File: config.mk
export PLATFORM = sky130hd
export DESIGN_NAME = chol_front
export DESIGN_NICKNAME = d
export VERILOG_FILES = /design/src/design/cholesky_upper_factorization_unit_defines.svh /design/src/design/chol_pkg.sv /design/src/design/chol_front.sv
export SDC_FILE = /design/constraint.sdc
export NUM_CORES = 1
export LEC_CHECK = 0
export ABC_AREA = 1
export BUFFER_PORTS_ARGS = -buffer_cell sky130_fd_sc_hd__buf_4
export CAP_MARGIN = 15
export CORE_MARGIN = 10
export CORE_UTILIZATION = 43
export CTS_BUF_LIST = sky130_fd_sc_hd__clkbuf_4
export DETAILED_ROUTE_END_ITERATION = 10
export PLACE_DENSITY = 0.94
export SYNTH_ARGS = -nofsm -noshare
export SYNTH_HDL_FRONTEND = slang
export SYNTH_SLANG_ARGS = --single-unit
File: constraint.sdc
create_clock -name clk -period 5.1 [get_ports clk]
set_clock_uncertainty 0.2 [all_clocks]
set_input_delay 0.51 -clock clk [delete_from_list [all_inputs] [get_ports clk]]
set_output_delay 0.51 -clock clk [all_outputs]
set_load 0.05 [all_outputs]
File: src/design/cholesky_upper_factorization_unit_defines.svh
// assertion macros shared by the design files
`ifndef CHOLESKY_UPPER_FACTORIZATION_UNIT_DEFINES_SVH
`define CHOLESKY_UPPER_FACTORIZATION_UNIT_DEFINES_SVH
`ifndef NO_ASSERTIONS
`define CHOL_ASSERT(lbl, clk, rstn, prop, msg) \
  lbl: assert property (@(posedge clk) disable iff (!rstn) prop) else $error(msg);
`define CHOL_ASSERT_NEVER(lbl, clk, rstn, expr, msg) \
  lbl: assert property (@(posedge clk) disable iff (!rstn) !(expr)) else $error(msg);
`else
`define CHOL_ASSERT(lbl, clk, rstn, prop, msg)
`define CHOL_ASSERT_NEVER(lbl, clk, rstn, expr, msg)
`endif
`endif

File: src/design/chol_pkg.sv
`timescale 1ns / 1ps
package chol_pkg;
  localparam int unsigned MAX_SIZE_DEF = 8;
  localparam int unsigned CFG_W = 4;
  localparam logic [CFG_W-1:0] SIZE_RESET = 4'd8;
  localparam int unsigned DATA_W = 32;
  localparam int unsigned QUEUE_DEPTH = 2;

  typedef logic [1:0] status_t;
  localparam status_t ST_OK  = 2'd0;
  localparam status_t ST_NPD = 2'd1;
  localparam status_t ST_SAT = 2'd2;

  typedef enum logic [3:0] {
    B_IDLE,
    B_KADDR,
    B_KMUL,
    B_KACC,
    B_FADDR,
    B_FDATA,
    B_SQRT,
    B_PWR,
    B_DIV,
    B_DFIN,
    B_OADDR,
    B_OLOAD,
    B_OWAIT
  } back_state_t;
endpackage

File: src/design/chol_front.sv
`timescale 1ns / 1ps
module chol_front #(
  parameter int unsigned MAX_SIZE = chol_pkg::MAX_SIZE_DEF,
  localparam int unsigned IW = $clog2(MAX_SIZE + 1),
  localparam int unsigned AW = (MAX_SIZE * MAX_SIZE > 1) ? $clog2(MAX_SIZE * MAX_SIZE) : 1,
  localparam int unsigned QW = chol_pkg::DATA_W + 2 + AW
) (
  input  logic                       clk,
  input  logic                       rst_n,
  input  logic                       in_valid,
  output logic                       in_ready,
  input  logic [chol_pkg::DATA_W-1:0] in_element_value,
  input  logic                       in_last_element,
  input  logic [IW-1:0]              size_n,
  output logic                       push_valid,
  input  logic                       push_ready,
  output logic [QW-1:0]              push_data
);
  logic [IW-1:0] row_r, row_nxt;
  logic [IW-1:0] col_r, col_nxt;
  logic          accept;
  logic          wr;
  logic [AW-1:0] addr;

  assign in_ready   = push_ready;
  assign push_valid = in_valid;
  assign accept     = in_valid & push_ready;
  assign wr         = (row_r < size_n);
  assign addr       = AW'(row_r * MAX_SIZE + col_r);
  assign push_data  = {in_element_value, in_last_element, wr, addr};

  always_comb begin
    row_nxt = row_r;
    col_nxt = col_r;
    if (accept) begin
      if (in_last_element) begin
        row_nxt = '0;
        col_nxt = '0;
      end else if (wr) begin
        if (col_r == size_n - IW'(1)) begin
          col_nxt = '0;
          row_nxt = row_r + IW'(1);
        end else begin
          col_nxt = col_r + IW'(1);
        end
      end
    end
  end

  always_ff @(posedge clk) begin
    if (!rst_n) begin
      row_r <= '0;
      col_r <= '0;
    end else begin
      row_r <= row_nxt;
      col_r <= col_nxt;
    end
  end
endmodule

==> impl_metrics.toml <==
[placed_design]
gp_congestion = 0.819
portBuffers = 18
dp_hpwl_um = 1360
placed_area_um2 = 860

[power_and_ir_drop]
power_frac_seq = 0.414
internal_power_mw = 0.107
pwr-share-clk = 0.299
leakage_nw = 0.477
switching_power_mw = 0.0527
ir_drop_uv = 69.8
p_comb_frac = 0.287
powerDensity_nw_per_um2 = 181
p_total_mw = 0.160
p_sw_frac = 0.330

[finish]
syn_to_final_growth_pct = -10.2
fin_area_um2 = 882
n_fill_cell = 231
multi_input_area_um2 = 465
final_nets = 182
final_util = 0.403
regArea_um2 = 160
diodes = 0
drive_above_1_share = 0.229

[critical_path]
crit_path_max_fanout = 3
cp-start-kind = "input pin"
setup.worst_path.start = "size_n[3]"
setup.worst_path.end = "push_data[6]"
r2r_end = "col_r[1]"
r2r_cells = 9
arrival_ns = 1.48
reg2reg_from = "row_r[2]"
r2r_slack_ns = 3.30
end_kind = "primary output"
crit_type = "in2out"
cp.required_ns = 4.39

[floorplanning]
die_y_um = 67.8
coreArea_um2 = 2190
ios = 83
rows = 17
die_area_um2 = 4600
start_util = 0.448
die_x_um = 67.8

[grt]
grt_pass1_wl_um = 2620
grt_max_degree = 10
gr-usage-all-layers = 0.0741
gr-total-overflow = 0
antenna_found_initial = 0
grt_pass1_vias = 628

[synthesis]
syn_area_um2 = 982
synth_area_leaders = "buf_4, dfxtp_1, nand2_1, ha_1, nand3_1"
synth_top_area_cell = "buf_4"
synth_nets = 198
synth_edf_count = 0
synth_ff_type = "dfxtp_1"
yosysWarnings = 0
ys_seq_area_frac = 0.163
yosysMostFrequentCell = "buf_4"
yosys_register_bits = 8
async_flop_share = 0
ys_types = 18
syn_inst = 149
synthTopCellsByCount = "buf_4, nand2_1, inv_1"
synth_top_area_frac = 0.298
syn_area_per_cell_um2 = 6.59

[timing]
post-route-period-util = 0.429
rsz0062_at_grt = "false"
worstMarginPinSlew_ns = 0.272
min_period_ns = 2.19
finalSetupTns_ns = 0
maxSlewHeadroom = 0.818
hold_violations = 0
fmax_mhz = 457
finalSetupViolCount = 0
slew_violations = 0

[detailed_routing]
wl_met3_um = 196
drc = 0
m1WireLength_um = 707
num_vias = 721
totalWireLength_um = 1630
dr.first_iter.drc_count = 66
firstDrtPassIters = 4
ant_nets = 0
viasPerCell = 4.53
detail_route.wl_per_cell_um = 10.2
highest_layer = "met4"
wl_met2_um = 718

[clock_tree]
cts_setup_buffers = 0
cts.sinks = 8
clockBufferDepth = 2
cts_root_buffer = "clkbuf_4"
clk_pin_slew_worst_paths_ns = 0.06
cts_resized = 0
cts_buffers = 3
clk_latency_ns = 0.25
cts_htree_levels = 1
holdBufCountCts = 0
cts_tree = "yes"

[status]
run_status = "finished, final reports clean"

[job]
cap_violations = 0

[min_path]
hold_class = "reg2reg"
-- power by group through the flow --
stage	clock (mW)	sequential, mW	combinational, mW
finish	0.0477	0.0661	0.0458
global route	0.0533	0.0664	0.0509
CTS	0.0495	0.0661	0.0464
detailed placement	0	0.0674	0.0463
global placement	0	0.0674	0.0455
floorplan	0	0.0669	0.103
-- stage by stage --
step	std cells	setup slack [ns]	hold WS, ns
2_1_floorplan	149	2.94	0.265
3_3_place_gp	156	2.94	0.293
3_5_place_dp	156	2.91	0.295
4_1_cts	159	2.90	0.303
5_1_grt	159	2.79	0.340
6_report	159	2.91	0.308
-- kinds of logic after synthesis --
kind of cell / count (synthesis) / synth area share
flip-flops: 8 / 0.163
AO/OA/AOI/OAI: 9 / 0.0573
adder cells (fa/ha/maj): 8 / 0.102
AND/OR/NAND/NOR: 65 / 0.288
buffers and inverters: 56 / 0.363
XOR/XNOR: 3 / 0.0268
-- routing by layer --
metal	vias to the layer above	GRT usage
li1	390	-
met1	307	0.0796
met2	22	0.106
met3	2	0.0612
met4	0	0.0276
met5	-	0
-- sequential cells by signal, indices dropped and copies added, names as in the netlist --
name	cells
col_r	4
row_r	4
-- layout make-up --
| class | count | share of cell area |
|---|---|---|
| Clock buffer | 3 | 0.0255 |
| Timing Repair Buffer | 18 | 0.153 |
| Inverter | 17 | 0.0723 |
| Sequential cell | 8 | 0.182 |
| Multi-Input combinational cell | 85 | 0.528 |
| Tap cell | 28 | 0.0397 |
-- cell usage in the layout, fill, tap and decap left out, drive strengths merged --
cell type / netlist / final
nand2: 41 / 41
buf: 39 / 18
inv: 17 / 17
nand3: 11 / 11
nor2: 11 / 11
ha: 8 / 8
dfxtp: 8 / 8
a21oi: 6 / 6
clkbuf: 0 / 3
o21ai: 3 / 3
xor2: 2 / 2
nor3: 2 / 2
xnor2: 1 / 1
-- critical path, cell delays in order --
cell and delay, ns:
buf_4 0.10, inv_2 0.04, ha_1 0.30, a21oi_1 0.18, nand2_2 0.10, inv_1 0.06, buf_4 0.19
-- worst min-delay path by stage --
stage,startpoint,to,slack [ns],cells past startpoint
after detailed placement,row_r[3],row_r[3],0.29,2
after CTS,row_r[3],row_r[3],0.30,2
final,row_r[3],row_r[3],0.31,2
after floorplan,row_r[3],row_r[3],0.26,2
after global placement,row_r[3],row_r[3],0.29,2
after global routing,row_r[3],row_r[3],0.34,2
No activity file was read; power rests on OpenSTA's default activity.
