==> config.mk <==
export PLATFORM = sky130hd
export DESIGN_NAME = chol_queue
export DESIGN_NICKNAME = d
export VERILOG_FILES = /design/src/design/chol_pkg.sv /design/src/design/chol_queue.sv
export VERILOG_INCLUDE_DIRS = /design/src /design/src/design
export SDC_FILE = /design/constraint.sdc
export NUM_CORES = 1
export LEC_CHECK = 0
export ABC_AREA = 1
export BUFFER_PORTS_ARGS = -buffer_cell sky130_fd_sc_hd__buf_2
export CORE_MARGIN = 2
export CORE_UTILIZATION = 40
export DETAILED_ROUTE_END_ITERATION = 16
export PLACE_DENSITY = 0.61
export SYNTH_ARGS = -nofsm -noshare
export SYNTH_HDL_FRONTEND = slang
export SYNTH_SLANG_ARGS = --single-unit
export TNS_END_PERCENT = 10
==> constraint.sdc <==
create_clock -name clk -period 3.4 [get_ports clk]
set_input_delay 0.17 -clock clk [delete_from_list [all_inputs] [get_ports clk]]
set_output_delay 0.17 -clock clk [all_outputs]
set_load 0.1 [all_outputs]
==> src/design/cholesky_upper_factorization_unit_defines.svh <==
// assertion macros shared by the design files
`ifndef CHOLESKY_UPPER_FACTORIZATION_UNIT_DEFINES_SVH
`define CHOLESKY_UPPER_FACTORIZATION_UNIT_DEFINES_SVH
`ifndef NO_ASSERTIONS
`define CHOL_ASSERT(lbl, clk, rstn, prop, msg) \
  lbl: assert property (@(posedge clk) disable iff (!rstn) prop) else $error(msg);
`define CHOL_ASSERT_NEVER(lbl, clk, rstn, expr, msg) \
  lbl: assert property (@(posedge clk) disable iff (!rstn) !(expr)) else $error(msg);
`else
`define CHOL_ASSERT(lbl, clk, rstn, prop, msg)
`define CHOL_ASSERT_NEVER(lbl, clk, rstn, expr, msg)
`endif
`endif

==> src/design/chol_pkg.sv <==
`timescale 1ns / 1ps
package chol_pkg;
  localparam int unsigned MAX_SIZE_DEF = 8;
  localparam int unsigned CFG_W = 4;
  localparam logic [CFG_W-1:0] SIZE_RESET = 4'd8;
  localparam int unsigned DATA_W = 32;
  localparam int unsigned QUEUE_DEPTH = 2;

  typedef logic [1:0] status_t;
  localparam status_t ST_OK  = 2'd0;
  localparam status_t ST_NPD = 2'd1;
  localparam status_t ST_SAT = 2'd2;

  typedef enum logic [3:0] {
    B_IDLE,
    B_KADDR,
    B_KMUL,
    B_KACC,
    B_FADDR,
    B_FDATA,
    B_SQRT,
    B_PWR,
    B_DIV,
    B_DFIN,
    B_OADDR,
    B_OLOAD,
    B_OWAIT
  } back_state_t;
endpackage

==> src/design/chol_queue.sv <==
`timescale 1ns / 1ps
`include "cholesky_upper_factorization_unit_defines.svh"
module chol_queue #(
  parameter int unsigned WIDTH = 40,
  parameter int unsigned DEPTH = chol_pkg::QUEUE_DEPTH,
  localparam int unsigned PW = (DEPTH > 1) ? $clog2(DEPTH) : 1,
  localparam int unsigned CW = $clog2(DEPTH + 1)
) (
  input  logic             clk,
  input  logic             rst_n,
  input  logic             push_valid,
  output logic             push_ready,
  input  logic [WIDTH-1:0] push_data,
  output logic             pop_valid,
  input  logic             pop_ready,
  output logic [WIDTH-1:0] pop_data
);
  logic [WIDTH-1:0] slot_r [DEPTH];
  logic [PW-1:0]    wptr_r, wptr_nxt;
  logic [PW-1:0]    rptr_r, rptr_nxt;
  logic [CW-1:0]    count_r, count_nxt;
  logic             push_fire, pop_fire;

  assign push_ready = (count_r != CW'(DEPTH));
  assign pop_valid  = (count_r != '0);
  assign pop_data   = slot_r[rptr_r];
  assign push_fire  = push_valid & push_ready;
  assign pop_fire   = pop_valid & pop_ready;

  always_comb begin
    wptr_nxt  = wptr_r;
    rptr_nxt  = rptr_r;
    count_nxt = count_r;
    if (push_fire) begin
      wptr_nxt = (wptr_r == PW'(DEPTH - 1)) ? '0 : wptr_r + PW'(1);
    end
    if (pop_fire) begin
      rptr_nxt = (rptr_r == PW'(DEPTH - 1)) ? '0 : rptr_r + PW'(1);
    end
    if (push_fire && !pop_fire) begin
      count_nxt = count_r + CW'(1);
    end else if (!push_fire && pop_fire) begin
      count_nxt = count_r - CW'(1);
    end
  end

  always_ff @(posedge clk) begin
    if (push_fire) begin
      slot_r[wptr_r] <= push_data;
    end
  end

  always_ff @(posedge clk) begin
    if (!rst_n) begin
      wptr_r  <= '0;
      rptr_r  <= '0;
      count_r <= '0;
    end else begin
      wptr_r  <= wptr_nxt;
      rptr_r  <= rptr_nxt;
      count_r <= count_nxt;
    end
  end

  `CHOL_ASSERT(a_queue_fill, clk, rst_n, (push_fire && !pop_fire) |=> (count_r == $past(count_r) + CW'(1)), "queue count did not grow on push")
  `CHOL_ASSERT_NEVER(a_queue_over, clk, rst_n, count_r > CW'(DEPTH), "queue count above depth")
endmodule

==> results.yml <==
logic_synthesis:
  ys_ff_latch: 85
  synth.avg_cell_area_sq_um: 19.5
  synth_cells: 161
  synth_top_area_share_pct: 76.5
  synth_nets: 206
  yosysUniqueCellTypes: 15
  synth_commonest_cells: "edfxtp_1 (80), mux2_2 (40), nand2_1 (8), nor2_1 (8), inv_1 (7)"
  ys_seq_area_share_pct: 79.7
  yosysMostFrequentCell: "edfxtp_1"
  synth_largest_area_cell: "edfxtp_1"
  syn_area_sq_mm: 0.00314
  synth_area_leaders: "edfxtp_1 (76%), mux2_2 (14%), dfxtp_1 (3.2%)"
  postSynth.asyncResetShare_pct: 0
  yosys_warnings: 0
  ys.flop_type: "edfxtp_1"
  synth-edff-count: 80
timing:
  max_freq_mhz: 443
  maxSlewViolCount: 0
  clock_skew_ns: 0.0108
  setup-violations-final: 0
  hold_violations: 0
  rsz0062_at_grt: "no"
  worst_pin_slew_ns: 0.991
  maxSlewHeadroom_pct: 33.9
  fin_crit_sh_pct: 66.3
  setup_tns_ns: 0
  period_needed_ns: 2.25
grt:
  grt_max_degree: 41
  grt_pass1_vias: 1782
  antenna_found_initial: 0
  grtUsageTotal_pct: 13.3
  grt_first_pass_wirelength_um: 8420
  grt-ovfl-total: 0
drt:
  first_pass_iters: 4
  drc_errors: 0
  drtIter0Drc: 34
  drt-met1-wl_um: 2390
  wl_um: 5400
  wire_per_inst_um: 14.2
  wl_met2_um: 2580
  met3WireLength_um: 316
  drt.antenna.violating_nets: 0
  routed.top_layer: "met4"
  via_per_inst: 4.56
  dr_total_vias: 1732
floorplan:
  die_h_um: 92.6
  fp.coreArea_sq_mm: 0.00765
  die_w_um: 92.6
  ioPinCount: 86
  initial_core_util_pct: 41.1
  rows: 32
  fp.dieArea_sq_mm: 0.00858
place:
  gp_congestion: 0.673
  io_buffer_count: 85
  dp_cells: 346
  dpl.hpwl_um: 3330
power:
  power.leakage_uw: 0.00155
  peakVddDrop_v: 0.000762
  power_density_mw_per_mm2: 932
  total_power_uw: 3800
clock_network:
  htreeDepth: 3
  postCtsSetupRepairBufs: 0
  root_buffer: "clkbuf_8"
  cts.reportedPaths.clkPinSlew_ns: 0.08
  cts_sinks: 85
  cts_tree: "done"
  cts_buffer_depth: 2
  cts_resized: 0
  cts_inserted_buffers: 9
  ctsHoldBuffers: 11
  insertion_delay_ns: 0.34
worst_setup_path:
  cp-start-kind: "register"
  critical-path-slowest-cell: "dfxtp_2"
  path_class: "register to output pin"
  critical-path-max-stage-delay_ns: 0.99
  critPathMaxFanout: 40
  worstPathCellList: "mux2_2 -> buf_2"
  rr_startpoint: "count_r[0]"
  crit_path_end_kind: "output pin"
  crit_required_ns: 3.23
  worstPathArrival_ns: 2.08
layout:
  antenna_cells: 0
  nets: 318
  drive_gt1_share_pct: 52.9
  stdcell_count: 380
  fin_util_pct: 53.3
  syn_to_final_growth_pct: 29.8
min_path:
  worstHoldStart: "push_data[21]"
  hold_class: "input pin to register"
run_status:
  outcome: "finished, final reports clean"
flow_run:
  maxCapViolCount: 0
-- worst max-delay path, delay by kind of cell, from the launching register on --
kind | cells | cell delay (ns)
flops | 1 | 0.99
buf+inv | 1 | 0.43
mux | 1 | 0.32
-- power breakdown --
group          leakage [uW]  switching (uW)  internal (uW)
sequential         0.000788            91.6           1320
clock              0.000110             332            414
combinational      0.000654            1330            306
-- per-layer routing --
layer,up-vias,track usage [%]
li1,836,-
met1,835,16.1
met4,0,6.09
met5,-,0
met3,10,4.56
met2,51,21.5
-- flip-flops by register name, summed over array words and instances (netlist names), named ones only --
| signal | flops |
|---|---|
| rptr_r | 1 |
| count_r | 2 |
| slot_r | 80 |
| wptr_r | 1 |
-- layout make-up --
class	count	area (sq um)
fillers	644	3570
flip-flops and latches	85	2500
repair buffers	105	621
multi-input cells	64	578
clock buffers	10	128
well taps	102	128
clock inverters	6	87.6
inverters	8	30.0
-- through the flow --
stage          area (sq um)  hold WS [ns]  setup WS, ns
3_5_place_dp           3680         0.362          1.41
2_1_floorplan          3140         0.269         0.265
6_report               4080        0.0156          1.15
5_1_grt                4080     -0.000418         0.993
3_3_place_gp           3680         0.359          1.47
4_1_cts                4010      0.000555          1.06
-- placed cells by master, fill, tap and decap left out, types with 2 or more instances in the layout --
cell / n
buf_2: 85
buf_4: 2
bufinv_16: 2
clkbuf_8: 9
clkinv_2: 2
clkinv_4: 2
dfxtp_1: 4
dlygate4sd3_1: 18
edfxtp_1: 80
inv_1: 7
mux2_2: 40
nand2_1: 8
nor2_1: 6
nor2_4: 2
o21ai_0: 2
-- logic make-up (layout without fill, tap and decap cells) --
group	Yosys count	after routing	share of synthesized area, %
simple gates	19	19	2.47
buf+inv	12	129	2.39
fa+ha+maj	1	1	0.398
compound gates	4	4	0.717
mux	40	40	14.3
flops	85	85	79.7
-- path summary, 6_finish.rpt --
path                                 endpoint  depth (start not counted)  slack [ns]
worst max register to register  slot_r[0][37]                          5        1.46
worst max-delay path              pop_data[6]                          2        1.15
worst min register to register       register                          2        0.51
worst min-delay path            slot_r[0][21]                          1        0.02
Power figures use the tool's default switching activity.
